**config.mk**
```make
export PLATFORM = sky130hd
export DESIGN_NAME = gep_front
export DESIGN_NICKNAME = d
export VERILOG_FILES = /design/src/design/gep_pkg.sv /design/src/design/gep_front.sv
export SDC_FILE = /design/constraint.sdc
export NUM_CORES = 1
export LEC_CHECK = 0
export BUFFER_PORTS_ARGS = -buffer_cell sky130_fd_sc_hd__buf_2
export CAP_MARGIN = 30
export CORE_MARGIN = 3
export CORE_UTILIZATION = 45
export CTS_CLUSTER_DIAMETER = 100
export CTS_CLUSTER_SIZE = 30
export DETAILED_ROUTE_END_ITERATION = 12
export PLACE_DENSITY = 0.83
export SLEW_MARGIN = 20
export SYNTH_ARGS = -nofsm -noshare
export SYNTH_HDL_FRONTEND = slang
export SYNTH_SLANG_ARGS = --single-unit
```
**constraint.sdc**
```tcl
create_clock -name clk -period 9.12 [get_ports clk]
set_input_delay 0.912 -clock clk [delete_from_list [all_inputs] [get_ports clk]]
set_output_delay 0.912 -clock clk [all_outputs]
set_load 0.01 [all_outputs]
```
**src/design/gep_pkg.sv**
```systemverilog
// ----------------------------------------------------------------------------
// gep_pkg: shared types and constants of the graph edge table
// Payload structs, operation/status/constraint codes and sizes used by the
// front, the queue and the back of the edge table.
// ----------------------------------------------------------------------------
`default_nettype none
package gep_pkg;

	// sizes
	localparam int MAX_NODES   = 64;
	localparam int NODE_W      = 6;
	localparam int CFG_W       = 7;
	localparam int EDGE_SLOTS  = MAX_NODES * (MAX_NODES + 1) / 2;
	localparam int IX_W        = 12;
	localparam int VALUE_W     = 32;
	localparam int DEG_W       = 6;
	localparam int SUM_W       = 48;
	localparam int QUEUE_DEPTH = 2;
	localparam int Q_PTR_W     = 1;
	localparam int Q_CNT_W     = 2;

	localparam logic [CFG_W-1:0] NODES_RESET = CFG_W'(64);

	// operation codes
	localparam logic [3:0] K_INSERT  = 4'd0;
	localparam logic [3:0] K_REMOVE  = 4'd1;
	localparam logic [3:0] K_SET_COST = 4'd2;
	localparam logic [3:0] K_GET_COST = 4'd3;
	localparam logic [3:0] K_SET_CON = 4'd4;
	localparam logic [3:0] K_GET_CON = 4'd5;
	localparam logic [3:0] K_SET_DEL = 4'd6;
	localparam logic [3:0] K_GET_DEL = 4'd7;
	localparam logic [3:0] K_ADJ     = 4'd8;

	// constraint codes
	localparam logic [1:0] CON_FREE      = 2'd0;
	localparam logic [1:0] CON_FORCED    = 2'd1;
	localparam logic [1:0] CON_FORBIDDEN = 2'd2;
	localparam logic [1:0] CON_RSVD      = 2'd3;

	// status codes
	localparam logic [1:0] STAT_OK       = 2'd0;
	localparam logic [1:0] STAT_BAD_NODE = 2'd1;
	localparam logic [1:0] STAT_DUP      = 2'd2;
	localparam logic [1:0] STAT_ABSENT   = 2'd3;

	typedef struct packed {
		logic [3:0]                kind;
		logic [NODE_W-1:0]         node_a;
		logic [NODE_W-1:0]         node_b;
		logic signed [VALUE_W-1:0] edge_cost_value;
		logic signed [VALUE_W-1:0] edge_delta_value;
		logic [1:0]                constraint_code;
	} in_t;

	typedef struct packed {
		logic [1:0]                status;
		logic                      adjacent;
		logic signed [VALUE_W-1:0] read_value;
		logic [1:0]                read_constraint;
		logic [DEG_W-1:0]          degree_a;
		logic [DEG_W-1:0]          forced_degree_a;
		logic [DEG_W-1:0]          forbidden_degree_a;
		logic [DEG_W-1:0]          degree_b;
		logic [DEG_W-1:0]          forced_degree_b;
		logic [DEG_W-1:0]          forbidden_degree_b;
		logic signed [SUM_W-1:0]   total_cost;
	} out_t;

	// classified operation as it waits in the queue
	typedef struct packed {
		logic [3:0]                kind;
		logic                      ok;
		logic [NODE_W-1:0]         a;
		logic [NODE_W-1:0]         b;
		logic [IX_W-1:0]           ix;
		logic signed [VALUE_W-1:0] cost;
		logic signed [VALUE_W-1:0] delta;
		logic [1:0]                con;
	} q_item_t;

	typedef struct packed {
		logic empty;
		logic full;
	} q_stat_t;

endpackage
`default_nettype wire

```
**src/design/gep_front.sv**
```systemverilog
// ----------------------------------------------------------------------------
// gep_front: operation intake and classification
// Holds the node count register, checks the endpoints, folds unknown codes,
// computes the triangular edge index and pushes the operation to the queue.
// ----------------------------------------------------------------------------
`default_nettype none
module gep_front (
	input  wire logic                  clk,
	input  wire logic                  arst_n,
	input  wire logic                  in_valid,
	output logic                       in_ready,
	input  wire gep_pkg::in_t          in_data,
	input  wire logic                  cfg_we,
	input  wire logic [6:0]            cfg_wdata,
	input  wire logic                  init_done,
	input  wire gep_pkg::q_stat_t      q_stat,
	output logic                       push,
	output gep_pkg::q_item_t           push_item
);
	import gep_pkg::*;

	logic [CFG_W-1:0]  nodes_in_use_q;
	logic [NODE_W-1:0] hi, lo;
	logic [NODE_W:0]   hi_p1;
	logic [IX_W:0]     tri_prod;
	logic              a_ok, b_ok;

	// node count register
	always_ff @(posedge clk or negedge arst_n) begin
		if (!arst_n) begin
			nodes_in_use_q <= NODES_RESET;
		end else if (cfg_we) begin
			nodes_in_use_q <= cfg_wdata;
		end
	end

	// intake handshake: no transfer while the store is being cleared
	assign in_ready = init_done && !q_stat.full;
	assign push     = in_valid && in_ready;

	// endpoint checks and edge index hi*(hi+1)/2 + lo
	always_comb begin
		a_ok     = {1'b0, in_data.node_a} < nodes_in_use_q;
		b_ok     = {1'b0, in_data.node_b} < nodes_in_use_q;
		hi       = (in_data.node_a > in_data.node_b) ? in_data.node_a : in_data.node_b;
		lo       = (in_data.node_a > in_data.node_b) ? in_data.node_b : in_data.node_a;
		hi_p1    = {1'b0, hi} + (NODE_W+1)'(1);
		tri_prod = (IX_W+1)'(hi) * (IX_W+1)'(hi_p1);

		push_item.ok    = a_ok && b_ok && (in_data.node_a != in_data.node_b);
		push_item.a     = in_data.node_a;
		push_item.b     = in_data.node_b;
		push_item.ix    = tri_prod[IX_W:1] + IX_W'(lo);
		push_item.cost  = in_data.edge_cost_value;
		push_item.delta = in_data.edge_delta_value;
		// reserved constraint code counts as free
		push_item.con   = (in_data.constraint_code == CON_RSVD) ? CON_FREE
		                                                        : in_data.constraint_code;
		// unknown codes behave as the adjacency query
		push_item.kind  = (in_data.kind inside {[K_INSERT:K_ADJ]}) ? in_data.kind : K_ADJ;
	end

endmodule
`default_nettype wire

```
==> Word-level counts from Yosys, hierarchy flattened <==
Index checks and enable logic that the tools add are counted.
{ "word_totals": {"in_bits": 96, "regBits": 7, "word_cells": 21, "output_inout_bits": 97} }
{ "op_classes": {"n_addsub": 2, "n_lt_le_gt_ge": 5, "n_reduce_logical": 6, "muxes": 4, "n_eq_ne": 2, "multipliers": 1} }
{ "op_table": {"columns": ["operator", "n"], "rows": [
  ["6-bit by 7-bit less-than comparator with 1-bit output", 2],
  ["6-bit by 7-bit multiplier with 13-bit output", 1],
  ["12-bit by 6-bit adder with 12-bit output", 1],
  ["6-bit two-way mux", 2],
  ["6-bit by 1-bit adder with 7-bit output (second input constant)", 1],
  ["6-bit > comparator", 1],
  ["6-bit != test", 1],
  ["1-bit logical AND", 5],
  ["4-bit by 1-bit >= comparator with 1-bit output (second input constant)", 1],
  ["4-bit less-or-equal comparator (second input constant)", 1],
  ["4-bit two-way mux", 1],
  ["2-bit == test (second input constant)", 1],
  ["2-bit two-way mux", 1],
  ["1-bit logical NOT", 1]
]} }

==> Logic depth before layout (Yosys ltp) <==
{ "depth": {"word_depth": 5, "depth_mapped": 27, "mapped_depth_nobuf": 26} }

==> Worst setup path before layout <==
No wires, ideal clock.
{ "synth_path": {"path_kind": "input port to output port", "start": "input port in_data[68] (netlist bit)", "end": "output port push_item[76] (netlist bit)", "arrival_ps": 6465, "path_buffers": 1, "cell_stages": 24, "t_required_ps": 8208, "setup_slack_ps": 1743, "path_cell_list": "inv_1 -> ha_1 -> nand4_1 -> nor2_1 -> a21o_1 -> a31oi_1 -> buf_4 -> mux2i_2 -> inv_1 -> ha_1 -> inv_1 -> ha_1 -> or2_1 -> fa_1 -> fa_1 -> fa_1 -> inv_1 -> ha_1 -> and3_1 -> a211o_4 -> mux2i_2 -> a2111oi_4 -> nor3_2 -> xnor2_1"} }
{ "synth_rtl": {"columns": ["element", "line_no", "source"], "rows": [
  ["from (decl)", "gep_front.sv:12", "input wire gep_pkg::in_t in_data,"],
  ["to (decl)", "gep_front.sv:18", "output gep_pkg::q_item_t push_item"]
]} }

==> metrics.csv <==
stage;metric;value;unit
run_status;status;completed;
yosys;syn_inst;376;
floorplan;die_area;7970;um2
clocking;postCtsSetupBuffers;0;
yosys;syn-cell-area;3120;um2
clocking;root_buffer;clkbuf_8;
worst_setup_path;r2r_cells;2;
placed_design;place.gp.congestion;0.854;
worst_setup_path;r2r_slack;8.32;ns
clocking;clkTransAtPathRegs;0.04;ns
pwr;peakVddDrop;611;uV
clocking;cts_resized;0;
placed_design;dp_hpwl;5300;um
worst_setup_path;critPathBufInv;6;
worst_setup_path;cpMostUsedCell;ha_1;
global_route;grt_overflow_total;0;
yosys;synth-compound-area-share;11.0;%
yosys;ys_ff_latch;7;
worst_setup_path;cp-start-kind;primary input;
clocking;insertion_delay;0.23;ns
floorplan;die_h;89.3;um
detailed_routing;drc;0;
pwr;p_sw;0.000634;W
clocking;clock_sinks;7;
yosys;synth_xor_xnor_area_share;4.49;%
detailed_routing;antenna_left;0;
sta;hold_viol;0;
placed_design;dpl.cell_count;438;
global_route;grt_pass1_wl;11000;um
cells_and_area;regMostFlops;nodes_in_use_q;
sta;rsz0062_at_grt;false;
sta;setup_ws;0.839;ns
yosys;yosys_warnings;0;
yosys;synth-edff-count;0;
cells_and_area;area_growth;-3.61;%
yosys;ys_seq_area_share;5.66;%
detailed_routing;viasPerCell;5.28;
worst_setup_path;critPathMaxStageDelay;0.55;ns
floorplan;rows;29;
cells_and_area;fillCellCount;645;
detailed_routing;post_drt_wl_per_cell;14.2;um
cells_and_area;largest_reg_flops;7;
placed_design;place_ws;0.864;ns
sta;setup-violations-final;0;
detailed_routing;first_pass_iters;4;
worst_setup_path;timing.rr.start;nodes_in_use_q[6];
worst_setup_path;worstSetupPathType;primary input to output pin;
cells_and_area;nNetsFinal;533;
worst_setup_path;cp_slowest_cell;fa_1;
clocking;cts_inserted_buffers;3;
placed_design;portBuffers;63;
pwr;sw_frac_of_total;53.6;%
yosys;ys.flop_type;dfrtp_1;
pwr;p_clk_share;3.7;%
sta;fmax;121;MHz
sta;setup-tns-final;0;ns
global_route;antenna_found_initial;0;
floorplan;core_area;6530;um2
yosys;synth_nets;543;
worst_setup_path;crit_fanout;8;
yosys;avgSynthCellArea;8.30;um2
pwr;power_density;394;nW/um2
worst_setup_path;r2r_end;nodes_in_use_q[6];
hold_path;hold_class;primary input to async pin;
worst_setup_path;critPathTopFamily;adder cells;
cells_and_area;drive_above_1_share;24.1;%
cells_and_area;top_regs;nodes_in_use_q: 7 flops;
sta;worst_pin_slew;0.552;ns
yosys;yosysTopAreaCell;ha_1;
worst_setup_path;cp-end-kind;output pin;
cells_and_area;stdcell_area;3010;um2
clocking;hold_buffers;0;
yosys;synth_top_cell_area_share;19.7;%
sta;report.final.slew_viol_count;0;
cells_and_area;stdcell_count;442;
pwr;p_leak;1.62;nW
pwr;p_int;0.000550;W
yosys;synthSimpleGateAreaFrac;14.1;%
clocking;cts_tree;built;
flow_run;max_cap_violations;0;
clocking;cts_buffer_depth;2;
detailed_routing;totalWireLength;6290;um
placed_design;placed_cell_area;2960;um2
cells_and_area;diodes;0;
sta;finClkSkew;0;ns
sta;period_needed;8.28;ns
yosys;synth-async-reset-ratio;100;%
worst_setup_path;cp.required;8.21;ns
detailed_routing;drt_first_iter_violations;112;
floorplan;start_util;47.8;%
global_route;grt_util_all_layers;17.1;%
pwr;seq_power_share;3.0;%
sta;fin_crit_sh;90.8;%
yosys;muxShareOfSynthArea;5.86;%
clocking;h-tree-depth;1;
global_route;first_global_vias;2473;
worst_setup_path;worst_ep_arrival_time;7.37;ns
floorplan;ios;193;
yosys;synth_top_family_by_area;adder cells;
cells_and_area;final_common_cell;buf_2;
floorplan;die_w;89.3;um
sta;slew_headroom;62.1;%
yosys;synth_cell_types;48;
yosys;synth_fa_ha_area_share;33.8;%
cells_and_area;layout_common_cells;buf_2, inv_1, ha_1;
detailed_routing;vias;2335;
pwr;combPwrFrac;93.3;%
yosys;synth_area_leaders;ha_1, buf_4, fa_1;
global_route;grt_max_degree;15;
## layout make-up
type | instances | area [um2] | share of cell area (%)
clock buffer | 4 | 45.0 | 1.50
inverter | 52 | 195 | 6.49
timing repair buffer | 65 | 330 | 11.0
multi-input combinational | 237 | 2160 | 72.0
tap | 77 | 96.3 | 3.20
sequential | 7 | 176 | 5.87
## worst max-delay path by stage
stage                     depth (start not counted)       endpoint         from
after global routing                             27  push_item[77]  in_data[67]
after global placement                           27  push_item[77]  in_data[68]
final                                            27  push_item[77]  in_data[68]
after floorplan                                  24  push_item[76]  in_data[68]
after CTS                                        27  push_item[77]  in_data[68]
after detailed placement                         27  push_item[77]  in_data[68]
## power groups by stage
| stage | Combinational (W) | Sequential [W] | Clock, W |
|---|---|---|---|
| floorplan | 0.000843 | 0.0000355 | 0 |
| global placement | 0.00106 | 0.0000357 | 0 |
| detailed placement | 0.00110 | 0.0000358 | 0 |
| CTS | 0.00111 | 0.0000355 | 0.0000450 |
| global route | 0.00125 | 0.0000358 | 0.0000480 |
| finish | 0.00110 | 0.0000355 | 0.0000443 |
## kinds of logic (layout without fill, tap and decap cells)
group,count (synthesis),count (layout)
AO/OA/AOI/OAI,48,48
XOR/XNOR,16,16
adder cells (fa/ha/maj),71,71
flip-flops,7,7
buffers and inverters,132,121
multiplexers,15,15
AND/OR/NAND/NOR,87,87
## Yosys cell counts (6+ instances only)
cell / instances
nand2_1: 11
mux2_2: 6
nor2b_1: 8
a21o_1: 9
inv_1: 50
xor2_1: 6
xnor2_1: 10
dfrtp_1: 6
fa_1: 22
a21oi_1: 6
buf_4: 77
o21ai_0: 11
nor2_1: 35
ha_1: 49
## per-layer routing
layer	up-vias	global-route usage (%)	wire length, um
met5	-	0	0
met1	1092	21.3	2660
met4	0	4.33	133
met3	22	3.32	392
met2	86	30.1	3110
li1	1135	-	-
## stage by stage
step / power, W / util (%) / hold slack [ns]
global route: 0.00133 / 46.0 / 0.513
CTS: 0.00119 / 46.0 / 0.511
detailed placement: 0.00114 / 45.3 / 0.516
floorplan: 0.000878 / - / 0.484
finish: 0.00118 / 46.0 / 0.514
global placement: 0.00110 / 45.3 / 0.501
Note: power is estimated with default switching activity, not from simulation.
