**src/design/gep_pkg.sv**
```systemverilog
// ----------------------------------------------------------------------------
// gep_pkg: shared types and constants of the graph edge table
// Payload structs, operation/status/constraint codes and sizes used by the
// front, the queue and the back of the edge table.
// ----------------------------------------------------------------------------
`default_nettype none
package gep_pkg;

	// sizes
	localparam int MAX_NODES   = 64;
	localparam int NODE_W      = 6;
	localparam int CFG_W       = 7;
	localparam int EDGE_SLOTS  = MAX_NODES * (MAX_NODES + 1) / 2;
	localparam int IX_W        = 12;
	localparam int VALUE_W     = 32;
	localparam int DEG_W       = 6;
	localparam int SUM_W       = 48;
	localparam int QUEUE_DEPTH = 2;
	localparam int Q_PTR_W     = 1;
	localparam int Q_CNT_W     = 2;

	localparam logic [CFG_W-1:0] NODES_RESET = CFG_W'(64);

	// operation codes
	localparam logic [3:0] K_INSERT  = 4'd0;
	localparam logic [3:0] K_REMOVE  = 4'd1;
	localparam logic [3:0] K_SET_COST = 4'd2;
	localparam logic [3:0] K_GET_COST = 4'd3;
	localparam logic [3:0] K_SET_CON = 4'd4;
	localparam logic [3:0] K_GET_CON = 4'd5;
	localparam logic [3:0] K_SET_DEL = 4'd6;
	localparam logic [3:0] K_GET_DEL = 4'd7;
	localparam logic [3:0] K_ADJ     = 4'd8;

	// constraint codes
	localparam logic [1:0] CON_FREE      = 2'd0;
	localparam logic [1:0] CON_FORCED    = 2'd1;
	localparam logic [1:0] CON_FORBIDDEN = 2'd2;
	localparam logic [1:0] CON_RSVD      = 2'd3;

	// status codes
	localparam logic [1:0] STAT_OK       = 2'd0;
	localparam logic [1:0] STAT_BAD_NODE = 2'd1;
	localparam logic [1:0] STAT_DUP      = 2'd2;
	localparam logic [1:0] STAT_ABSENT   = 2'd3;

	typedef struct packed {
		logic [3:0]                kind;
		logic [NODE_W-1:0]         node_a;
		logic [NODE_W-1:0]         node_b;
		logic signed [VALUE_W-1:0] edge_cost_value;
		logic signed [VALUE_W-1:0] edge_delta_value;
		logic [1:0]                constraint_code;
	} in_t;

	typedef struct packed {
		logic [1:0]                status;
		logic                      adjacent;
		logic signed [VALUE_W-1:0] read_value;
		logic [1:0]                read_constraint;
		logic [DEG_W-1:0]          degree_a;
		logic [DEG_W-1:0]          forced_degree_a;
		logic [DEG_W-1:0]          forbidden_degree_a;
		logic [DEG_W-1:0]          degree_b;
		logic [DEG_W-1:0]          forced_degree_b;
		logic [DEG_W-1:0]          forbidden_degree_b;
		logic signed [SUM_W-1:0]   total_cost;
	} out_t;

	// classified operation as it waits in the queue
	typedef struct packed {
		logic [3:0]                kind;
		logic                      ok;
		logic [NODE_W-1:0]         a;
		logic [NODE_W-1:0]         b;
		logic [IX_W-1:0]           ix;
		logic signed [VALUE_W-1:0] cost;
		logic signed [VALUE_W-1:0] delta;
		logic [1:0]                con;
	} q_item_t;

	typedef struct packed {
		logic empty;
		logic full;
	} q_stat_t;

endpackage
`default_nettype wire

```
**src/design/gep_queue.sv**
```systemverilog
// ----------------------------------------------------------------------------
// gep_queue: short operation queue between front and back
// Two-entry register FIFO; lets the front take items while the back works.
// ----------------------------------------------------------------------------
`default_nettype none
module gep_queue (
	input  wire logic                  clk,
	input  wire logic                  arst_n,
	input  wire logic                  push,
	input  wire gep_pkg::q_item_t      push_item,
	input  wire logic                  pop,
	output gep_pkg::q_item_t           head,
	output gep_pkg::q_stat_t           stat
);
	import gep_pkg::*;

	q_item_t              slot_q [QUEUE_DEPTH];
	logic [Q_PTR_W-1:0]   wr_ptr_q, rd_ptr_q;
	logic [Q_CNT_W-1:0]   count_q;

	// entry storage
	always_ff @(posedge clk) begin
		if (push) begin
			slot_q[wr_ptr_q] <= push_item;
		end
	end

	// pointers and fill count
	always_ff @(posedge clk or negedge arst_n) begin
		if (!arst_n) begin
			wr_ptr_q <= '0;
			rd_ptr_q <= '0;
			count_q  <= '0;
		end else begin
			if (push) begin
				wr_ptr_q <= wr_ptr_q + Q_PTR_W'(1);
			end
			if (pop) begin
				rd_ptr_q <= rd_ptr_q + Q_PTR_W'(1);
			end
			if (push && !pop) begin
				count_q <= count_q + Q_CNT_W'(1);
			end else if (pop && !push) begin
				count_q <= count_q - Q_CNT_W'(1);
			end
		end
	end

	assign head       = slot_q[rd_ptr_q];
	assign stat.empty = (count_q == '0);
	assign stat.full  = (count_q == Q_CNT_W'(QUEUE_DEPTH));

endmodule
`default_nettype wire

```
**config.mk**
```make
export PLATFORM = sky130hd
export DESIGN_NAME = gep_queue
export DESIGN_NICKNAME = d
export VERILOG_FILES = /design/src/design/gep_pkg.sv /design/src/design/gep_queue.sv
export SDC_FILE = /design/constraint.sdc
export NUM_CORES = 1
export LEC_CHECK = 0
export CAP_MARGIN = 20
export CORE_MARGIN = 2
export CORE_UTILIZATION = 50
export CTS_CLUSTER_DIAMETER = 150
export DETAILED_ROUTE_END_ITERATION = 10
export DONT_BUFFER_PORTS = 1
export HOLD_SLACK_MARGIN = 0.03
export PLACE_DENSITY = 0.73
export SLEW_MARGIN = 10
export SYNTH_ARGS = -nofsm -noshare
export SYNTH_HDL_FRONTEND = slang
export SYNTH_SLANG_ARGS = --single-unit
```
**constraint.sdc**
```tcl
create_clock -name clk -period 11.9 [get_ports clk]
set_input_delay 0 -clock clk [delete_from_list [all_inputs] [get_ports clk]]
set_output_delay 0 -clock clk [all_outputs]
set_load 0.02 [all_outputs]
```
# Word-level counts from Yosys, hierarchy flattened
# Memories as Yosys holds them, arrays and structs flattened.
# Cells that the tools add are included.
[word_totals] out_inout_bits=97 reg_bits=4 in_bits=99 n_memories=1 elab_cells=19 ram_bits=190
[mem_list] memory="slot_q" depth=2 word_bits=95 read_ports=1 rd_ports_with_merged_regs=0 write_ports=1 line_no="gep_queue.sv:17" rtl="q_item_t slot_q [QUEUE_DEPTH];"
[op_classes] addsub=4 mux=4 n_reduce_logical=6 eq_ne=1
[ops] operator="2-to-1 mux 2 bit" count=2
[ops] operator="adder 1 bit, second input constant" count=2
[ops] operator="adder 2 x 1 -> 2 bit, second input constant" count=1
[ops] operator="== test 2 bit, second input constant" count=1
[ops] operator="logical AND 1 bit" count=2
[ops] operator="logical NOT 1 bit" count=2
[ops] operator="logical NOT 2 bit" count=1
[ops] operator="2-to-1 mux 1 bit" count=2
[ops] operator="nonzero test 2 bit" count=1
[ops] operator="subtractor 2 x 1 -> 2 bit, second input constant" count=1

# Longest topological paths before layout
# Gate-level depths: netlist of the first run.
[logic_depth] depth_word=4 mapped_depth=5 depth_no_buf=5

# Worst setup path before layout of the first run
# Ideal clock, no wire load.
[synth_path] path_kind="register to register" start="register wr_ptr_q" end="memory slot_q[0][0] (netlist bit) (enable)" period_less_slack_ps=5170 path_buffers=0 t_arrival_ps=4609 stages_incl_launch_ff=2 setup_ps=561 path_slack_ps=6730 required_ps=11339 cell_sequence="dfrtp_1 > nor2b_1"
[synth_rtl] item="start: declaration" line_no="gep_queue.sv:18" rtl="logic [Q_PTR_W-1:0] wr_ptr_q, rd_ptr_q;"
[synth_rtl] item="start signal: assignment" line_no="gep_queue.sv:36" rtl="wr_ptr_q <= wr_ptr_q + Q_PTR_W'(1);"
[synth_rtl] item="end: declaration" line_no="gep_queue.sv:17"
# No word-level cell before the write port.

==> results of run 1 <==
## stage by stage
stage / worst slack [ns] / instance area (µm²) / total power [µW] / hold WS [ns]
2_1_floorplan: 6.73 / 7240 / 1520 / -0.296
6_report: 9.30 / 8970 / 2130 / 0.103
4_1_cts: 9.24 / 8940 / 2150 / 0.0761
3_5_place_dp: 9.37 / 7370 / 1570 / -0.295
5_1_grt: 9.17 / 8970 / 2220 / 0.109
3_3_place_gp: 9.40 / 7370 / 1550 / -0.295
## layout make-up
type	instances	area, µm²	area share
tap	180	225	0.0251
sequential	194	5810	0.648
inverter	1	3.75	0.000418
clock inverter	11	139	0.0155
timing repair buffer	104	1040	0.116
clock buffer	20	437	0.0487
multi-input combinational	106	1310	0.146
## layer usage
metal	wire, µm	up-vias	part of all wire
li1	-	1459	-
met1	5190	1624	0.40
met2	6340	171	0.49
met3	1120	15	0.087
met4	197	0	0.015
met5	0	-	0
## critical path: stages, from the launching register on
cell,delay (ns)
dfrtp_4,0.84
buf_4,0.77
mux2_2,0.49
## cell usage in the layout (no fill, tap or decap), types with 2 or more instances in the layout
| master | netlist | final |
|---|---|---|
| buf_4 | 0 | 3 |
| bufinv_16 | 0 | 3 |
| clkbuf_1 | 0 | 3 |
| clkbuf_16 | 0 | 17 |
| clkinv_1 | 0 | 3 |
| clkinv_4 | 0 | 2 |
| clkinvlp_4 | 0 | 2 |
| dfrtp_1 | 4 | 3 |
| dlygate4sd3_1 | 0 | 100 |
| edfxtp_1 | 190 | 190 |
| mux2_2 | 55 | 55 |
| mux2_4 | 40 | 40 |
| nor2_1 | 2 | 2 |
| xor2_1 | 4 | 4 |
## report_power, final
group | internal, µW | switching, µW | total (µW)
Sequential | 908 | 67.5 | 976
Clock | 327 | 224 | 551
Combinational | 232 | 375 | 607
## cells by family after synthesis
logic type	share of synthesized area
DFF	0.802
muxes	0.168
buffers and inverters	0.0187
xor gates and xnor gates	0.00605
and+or+nand+nor	0.00363
adders and majority gates	0.00173
## flip-flops by register name (all words and copies together) (netlist names)
signal	count
wr_ptr_q	1
slot_q	190
rd_ptr_q	1
count_q	2
## worst max-delay path by stage
stage / cells past startpoint / endpoint / startpoint
after floorplan: 1 / slot_q[0][0]$_DFFE_PP_ / wr_ptr_q$_DFFE_PN0P_
after global placement: 2 / slot_q[0][81]$_DFFE_PP_ / wr_ptr_q$_DFFE_PN0P_
final: 2 / head[5] / rd_ptr_q$_DFFE_PN0P_
after global routing: 2 / head[5] / rd_ptr_q$_DFFE_PN0P_
after CTS: 2 / head[5] / rd_ptr_q$_DFFE_PN0P_
after detailed placement: 2 / slot_q[0][81]$_DFFE_PP_ / wr_ptr_q$_DFFE_PN0P_
## repair_timing
action                    CTS  global route
hold buffers               99             1
setup buffers               0             0
hold endpoints to repair  198             8
==> results_dict.tcl, run 1 <==
set metrics [dict create \
    cts_root_buf "clkbuf_16" \
    r2r_end "slot_q[1][93]$_DFFE_PP_" \
    fp.dieH_um 124 \
    drc 0 \
    place_hpwl_um 7600 \
    hold_path.class "input pin to register" \
    synth_warnings 0 \
    yosysMostFrequentCell "edfxtp_1" \
    rows 43 \
    worst-path-max-fanout 61 \
    vias_per_cell 5.31 \
    r2r_start "wr_ptr_q$_DFFE_PN0P_" \
    fin_tns_setup_ns 0 \
    synth_commonest_cells "edfxtp_1 (190), mux2_2 (55), mux2_4 (40)" \
    die_w_um 124 \
    clock.fmax_mhz 384 \
    yosys-top-cells-area "edfxtp_1 (79%), mux2_2 (8.6%), mux2_4 (8.3%), dfrtp_1 (1.4%), buf_12 (1.1%)" \
    synth_edf_count 190 \
    use_met3 0.0662 \
    status "finished clean" \
    required_ns 11.90 \
    drt_iter0_drc 238 \
    synthFlopType "edfxtp_1" \
    r2r.worst_path.cells 2 \
    use_met1 0.199 \
    portBuffers 0 \
    netlist_area_um2 7240 \
    clk_latency_ns 0.41 \
    synth_seq_cells 194 \
    clockBufferDepth 2 \
    slew_headroom 0.423 \
    synth_cell_type_count 15 \
    detail_route.wl_per_cell_um 20.9 \
    async_flop_share 0.0206 \
    synth_area_leader_cell "edfxtp_1" \
    rsz0062_at_grt "false" \
    grt_antenna_before_repair 0 \
    overflow 0 \
    r2r_slack_ns 9.82 \
    cts_tree "built" \
    gr-usage-met2 0.278 \
    max-vdd-ir-drop_mv 0.133 \
    grt-busiest-layer "met2" \
    slew_viol_final 0 \
    final.period_utilization 0.219 \
    syn-num-nets 412 \
    powerDensity_nw_per_um2 238 \
    final_util 0.639 \
    grt_max_degree 62 \
    postSynthCellCount 312 \
    gp_congestion 0.668 \
    leakage_uw 0.00314 \
    drt-total-wl_um 12900 \
    cts_sinks 194 \
    area_growth_syn_to_layout_pct 23.8 \
    end_kind "primary output" \
    grtUsageTotal 0.167 \
    ant_nets 0 \
    core_um2 14000 \
    clk_pin_slew_ns 0.07 \
    min_from "push" \
    ys_seq_area_frac 0.802 \
    grt_pass1_wl_um 19700 \
    hold_depth 1 \
    maxCapViolations 0 \
    fillCellCount 925 \
    cts_buffers 17 \
    initial_core_util 0.516 \
    vias 3269 \
    cts-resized-gates 0 \
    start_kind "register" \
    fin_crit_ns 2.60 \
    antenna_cells 0 \
    worst_slew_pin_slew_ns 0.865 \
    finClkSkew_ns 0.00549 \
    hold_end "slot_q[1][70]$_DFFE_PP_" \
    nets 524 \
    grt_pass1_vias 3457 \
    dieArea_um2 15500 \
    htree_levels 4 \
    syn_avg_cell_area_um2 23.2 \
    ios 196 \
    hold_violations 0 \
    dr.pass1.iters 7 \
    crit_type "register to primary output" \
    yosys.area.top_type_share 0.788 \
    cp.arrival_ns 2.60 \
    dp.cells 484 \
    setup_viol 0 \
    finalNonFillerCells 616 \
    drive_gt1_frac 0.291 \
]
(Power assumes the default switching activity.)
==> run 2, diff against run 1 <==
- ABC_AREA: not set -> 1
- clock period: 11.9 -> 2.5 ns (I/O delays scaled with it)
==> run 2 against run 1 <==
Compared with the run above:
- worst setup slack lost 8.7 ns
- combinational power rose to 5.0 times the previous value
- worst hold slack improved by 0.13 ns
- critical path depth is the same
- clock skew is 0.0012 ns lower
- final cell count rose by 1.9%
- total power increased to 4.8 times the previous value
- area after synthesis grew 0.28%
- sequential share of layout area down 0.52 points
- flip-flop and latch count stayed put
- largest cell class unchanged
==> results_dict.tcl, run 2 <==
set metrics [dict create \
    hold_end "slot_q[1][24]$_DFFE_PP_" \
    worst-path-max-fanout 40 \
    grt_pass1_wl_um 18700 \
    vias 3290 \
    final_common_cell "edfxtp_1" \
    grt_antenna_before_repair 0 \
    cts_tree "built" \
    grtUsageTotal 0.160 \
    syn-num-nets 421 \
    synth_seq_cells 194 \
    postSynthCellCount 321 \
    synth_cell_type_count 16 \
    min_from "push_item[24]" \
    top_register "slot_q" \
    overflow 0 \
    cts_sinks 194 \
    grt_pass1_vias 3535 \
    synth_edf_count 190 \
    dieArea_um2 15500 \
    largest_reg_flops 190 \
    placed_area_um2 7430 \
    place_hpwl_um 7500 \
    start_kind "register" \
    drt-total-wl_um 12300 \
    place_worst_setup_slack_ns 0.953 \
    initial_core_util 0.505 \
    hold_path.class "input pin to register" \
    synth_fa_ha_area_frac 0.00172 \
    drc 0 \
    max-vdd-ir-drop_mv 0.793 \
    detail_route.wl_per_cell_um 19.5 \
    setup_slack_ns 0.633 \
    nets 534 \
    ys_seq_area_frac 0.799 \
    gp_congestion 0.697 \
    rsz0062_at_grt "false" \
    syn_avg_cell_area_um2 22.6 \
    slew_headroom 0.555 \
    clk_latency_ns 0.42 \
    ant_nets 0 \
    cts_setup_buffers 0 \
    async_flop_share 0.0206 \
    synthFlopType "edfxtp_1" \
    yosys-top-cells-area "edfxtp_1 (79%), mux2_2 (8.5%), mux2_4 (8.3%), dfrtp_1 (1.4%), buf_12 (1.1%)" \
    finClkSkew_ns 0.00432 \
    antenna_cells 0 \
    synth_top_family_by_area "multiplexers" \
    powerDensity_nw_per_um2 1140 \
    postLayoutCellArea_um2 9040 \
    fin_tns_setup_ns 0 \
    yosys.area.top_type_share 0.786 \
    status "finished clean" \
    fin_crit_ns 1.87 \
    portBuffers 0 \
    leakage_uw 0.00319 \
    synth_warnings 0 \
    yosysMostFrequentCell "edfxtp_1" \
    layout_common_cells "edfxtp_1 (190), dlygate4sd3_1 (99), mux2_2 (55)" \
    drive_gt1_frac 0.291 \
    synth_compound_area_frac 0 \
    drt_iter0_drc 156 \
    worst_slew_pin_slew_ns 0.667 \
    core_um2 14400 \
    final.period_utilization 0.747 \
    holdWs_ns 0.230 \
    setup_viol 0 \
    fp.dieH_um 125 \
    synthXorXnorAreaFrac 0.00362 \
    clock.fmax_mhz 536 \
    clockBufferDepth 2 \
    hold_violations 0 \
    slew_viol_final 0 \
    ios 196 \
    cts_root_buf "clkbuf_16" \
    r2r_slack_ns 0.96 \
    clk_pin_slew_ns 0.06 \
    grt_max_degree 57 \
    netlist_area_um2 7260 \
    htree_levels 4 \
    synth_area_leader_cell "edfxtp_1" \
    area_growth_syn_to_layout_pct 24.5 \
    cp.arrival_ns 1.87 \
    synth_commonest_cells "edfxtp_1 (190), mux2_2 (55), mux2_4 (40)" \
    end_kind "primary output" \
    r2r_start "wr_ptr_q$_DFFE_PN0P_" \
    r2r_end "slot_q[1][78]$_DFFE_PP_" \
    rows 44 \
    dr.pass1.iters 4 \
    vias_per_cell 5.24 \
    dp.cells 500 \
    yosys.area_share.simple 0.00568 \
    finalNonFillerCells 628 \
    crit_type "register to primary output" \
    r2r.worst_path.cells 3 \
    hold_depth 1 \
    cts_buffers 17 \
    reg.largest.list "slot_q x190, count_q x2" \
    required_ns 2.50 \
    die_w_um 125 \
    maxCapViolations 0 \
    synthMuxAreaShare 0.168 \
]
## run 2: critical path: stages, from the launching register on
cell and delay [ns]:
dfrtp_4 0.42, buf_4 0.51, mux2_2 0.47
## run 2: area by class of cell
| cell class | instances | area, µm² |
|---|---|---|
| tap | 184 | 230 |
| timing repair buffer | 105 | 1050 |
| multi-input combinational | 109 | 1310 |
| sequential | 194 | 5810 |
| clock buffer | 18 | 429 |
| inverter | 7 | 30.0 |
| fill | 1016 | 5330 |
| clock inverter | 11 | 188 |
## run 2: kinds of logic (layout without fill, tap and decap cells)
logic type,count (synthesis),count (layout)
flops,194,194
mux,95,95
buf+inv,18,141
simple gates,10,10
xor+xnor,3,3
fa+ha+maj,1,1
## run 2: power breakdown
part           internal (µW)  switching (µW)
clock network           1750            1060
registers               4320             170
logic                   1110            1900
## run 2: routing by layer
layer  vias to the layer above  part of all wire  global-route usage
met4                         0             0.018              0.0661
met5                         -                 0                   0
met2                       139              0.52               0.275
li1                       1480                 -                   -
met3                        18             0.080              0.0640
met1                      1653              0.39               0.175
## run 2: how the worst max path moves through the flow
stage / start / to / slack (ns) / cells past startpoint
after floorplan: wr_ptr_q$_DFFE_PN0P_ / slot_q[1][0]$_DFFE_PP_ / 0.20 / 2
after global placement: wr_ptr_q$_DFFE_PN0P_ / slot_q[1][41]$_DFFE_PP_ / 0.98 / 3
after detailed placement: wr_ptr_q$_DFFE_PN0P_ / slot_q[1][41]$_DFFE_PP_ / 0.95 / 3
after CTS: rd_ptr_q$_DFFE_PN0P_ / head[24] / 0.61 / 2
after global routing: rd_ptr_q$_DFFE_PN0P_ / head[85] / 0.55 / 2
final: rd_ptr_q$_DFFE_PN0P_ / head[85] / 0.63 / 2
## run 2: timing repair
action	4_1_cts	5_1_grt
hold endpoints to repair	198	0
hold buffers	99	0
endpoints found under the setup margin	0	0
resized for setup	0	0
## run 2: stage by stage
step / power, µW / utilization
floorplan: 7200 / -
global placement: 7420 / 0.517
detailed placement: 7470 / 0.517
CTS: 10400 / 0.629
global route: 10700 / 0.629
finish: 10300 / 0.629
==> run 3, diff against run 2 <==
- PLACE_DENSITY: 0.73 -> 0.76
- clock period: 2.5 -> 1.7 ns (I/O delays scaled with it)
==> run 3 against run 2 <==
Compared with the run above:
- sequential share of layout area down 1.0 points
- clock-buffer cell count up 7
- clock power up 46%
- die area unchanged
- register-to-register slack worse by 0.56 ns
- wire length up 7.4%
- critical path depth unchanged
- critical path type unchanged
- flip-flop and latch count unchanged
- worst hold slack worse by 0.12 ns
- via count up 0.49%
- utilization up 1.0 points
==> results_dict.tcl, run 3 (synthesized netlist as in run 2, its figures left out) <==
set metrics [dict create \
    crit_end "head[5]" \
    r2r_end "slot_q[1][7]$_DFFE_PP_" \
    finClkSkew_ns 0.00640 \
    portBuffers 0 \
    final_common_cell "edfxtp_1" \
    cp_top_family "flip-flops" \
    min_from "push" \
    worst_slew_pin_slew_ns 0.445 \
    status "finished clean" \
    vias 3306 \
    place_hpwl_um 8000 \
    final.period_utilization 0.956 \
    setup_slack_ns 0.0744 \
    worstPathCellList "buf_6, mux2_2" \
    cts_buffers 17 \
    htree_levels 4 \
    drive_gt1_frac 0.312 \
    max_stage_delay_ns 0.56 \
    rows 44 \
    leakage_uw 0.00326 \
    holdWs_ns 0.106 \
    cp.arrival_ns 1.63 \
    cts_sinks 194 \
    grt_max_degree 52 \
    crit_type "register to primary output" \
    top_register "slot_q" \
    drt-total-wl_um 13200 \
    place_worst_setup_slack_ns 0.331 \
    worst-path-max-fanout 13 \
    reg.largest.list "slot_q x190, count_q x2" \
    r2r.worst_path.cells 3 \
    fin_crit_ns 1.63 \
    start_kind "register" \
    clk_latency_ns 0.42 \
    critPathBufInv 1 \
    crit_path_start "rd_ptr_q$_DFFE_PN0P_" \
    maxCapViolations 0 \
    hold_path.class "input pin to register" \
    die_w_um 125 \
    dieArea_um2 15500 \
    overflow 0 \
    rsz0062_at_grt "false" \
    layout_common_cells "edfxtp_1 (190), dlygate4sd3_1 (99), mux2_2 (55)" \
    detail_route.wl_per_cell_um 20.6 \
    grt_pass1_wl_um 20100 \
    grt_pass1_vias 3635 \
    clock.fmax_mhz 615 \
    ios 196 \
    dr.pass1.iters 4 \
    drt_iter0_drc 170 \
    grt_antenna_before_repair 0 \
    r2r_slack_ns 0.40 \
    powerDensity_nw_per_um2 1690 \
    placed_area_um2 7550 \
    core_um2 14400 \
    antenna_cells 0 \
    required_ns 1.70 \
    max-vdd-ir-drop_mv 0.995 \
    vias_per_cell 5.17 \
    end_kind "primary output" \
    cpMaxStageDelayCell "dfrtp_4" \
    nets 542 \
    setup_viol 0 \
    clk_pin_slew_ns 0.06 \
    grtUsageTotal 0.173 \
    slew_headroom 0.702 \
    postLayoutCellArea_um2 9190 \
    cts_tree "built" \
    initial_core_util 0.505 \
    cts_root_buf "clkbuf_16" \
    drc 0 \
    hold_violations 0 \
    r2r_start "wr_ptr_q$_DFFE_PN0P_" \
    largest_reg_flops 190 \
    clockBufferDepth 2 \
    gp_congestion 0.737 \
    area_growth_syn_to_layout_pct 26.6 \
    crit_cells 2 \
    fp.dieH_um 125 \
    slew_viol_final 0 \
    ant_nets 0 \
]
[run 3: cell count changes in the layout (fill, tap and decap cells not counted), sizes merged]
| cell | delta |
|---|---|
| bufinv | -2 |
| clkinv | -3 |
| clkinvlp | +1 |
| clkbuf | +7 |
| buf | +8 |
[run 3: layout make-up]
class                      instances  area [µm²]
inverter                           7        30.0
multi-input combinational        109        1310
timing repair buffer             113        1190
clock buffer                      25         505
fill                             976        5180
tap                              184         230
clock inverter                     7         120
sequential                       194        5810
[run 3: where the power goes]
part           switching, µW  internal (µW)  leakage (µW)
Clock                   1600           2520      0.000304
Sequential               334           6350       0.00183
Combinational           2840           1890       0.00113
[run 3: stage by stage]
stage,utilization,total power [µW],setup TNS (ns),instances
after floorplan,-,10600,-106.83,321
after global placement,0.525,11100,0,505
after detailed placement,0.525,11300,0,505
after CTS,0.640,15700,0,639
after global routing,0.640,16100,0,639
final,0.640,15500,0,639
[run 3: worst min path at each step]
stage                                          to  slack (ns)  depth (start not counted)
after floorplan            count_q[0]$_DFFE_PN0P_       -0.30                          0
after global placement       wr_ptr_q$_DFFE_PN0P_       -0.30                          0
after detailed placement     wr_ptr_q$_DFFE_PN0P_       -0.30                          0
final                     slot_q[0][22]$_DFFE_PP_        0.11                          3
after CTS                  slot_q[0][3]$_DFFE_PP_        0.09                          3
after global routing      slot_q[0][22]$_DFFE_PP_        0.09                          3
[run 3: metal layers]
metal	track usage	vias up	share of wire
met5	0	-	0
met4	0.0641	0	0.018
met3	0.0722	18	0.081
met2	0.291	158	0.51
met1	0.199	1635	0.39
li1	-	1495	-
[run 3: what timing repair did]
action,4_1_cts,5_1_grt
endpoints found under the setup margin,76,0
hold endpoints to repair,198,0
hold buffers,99,0
resized for setup,0,0
setup buffers,3,0
[run 3: worst reg2reg max path, stage by stage, from the launching register on]
cell,delay (ns)
dfrtp_1,0.43
nand2_2,0.09
clkinvlp_4,0.10
buf_4,0.34
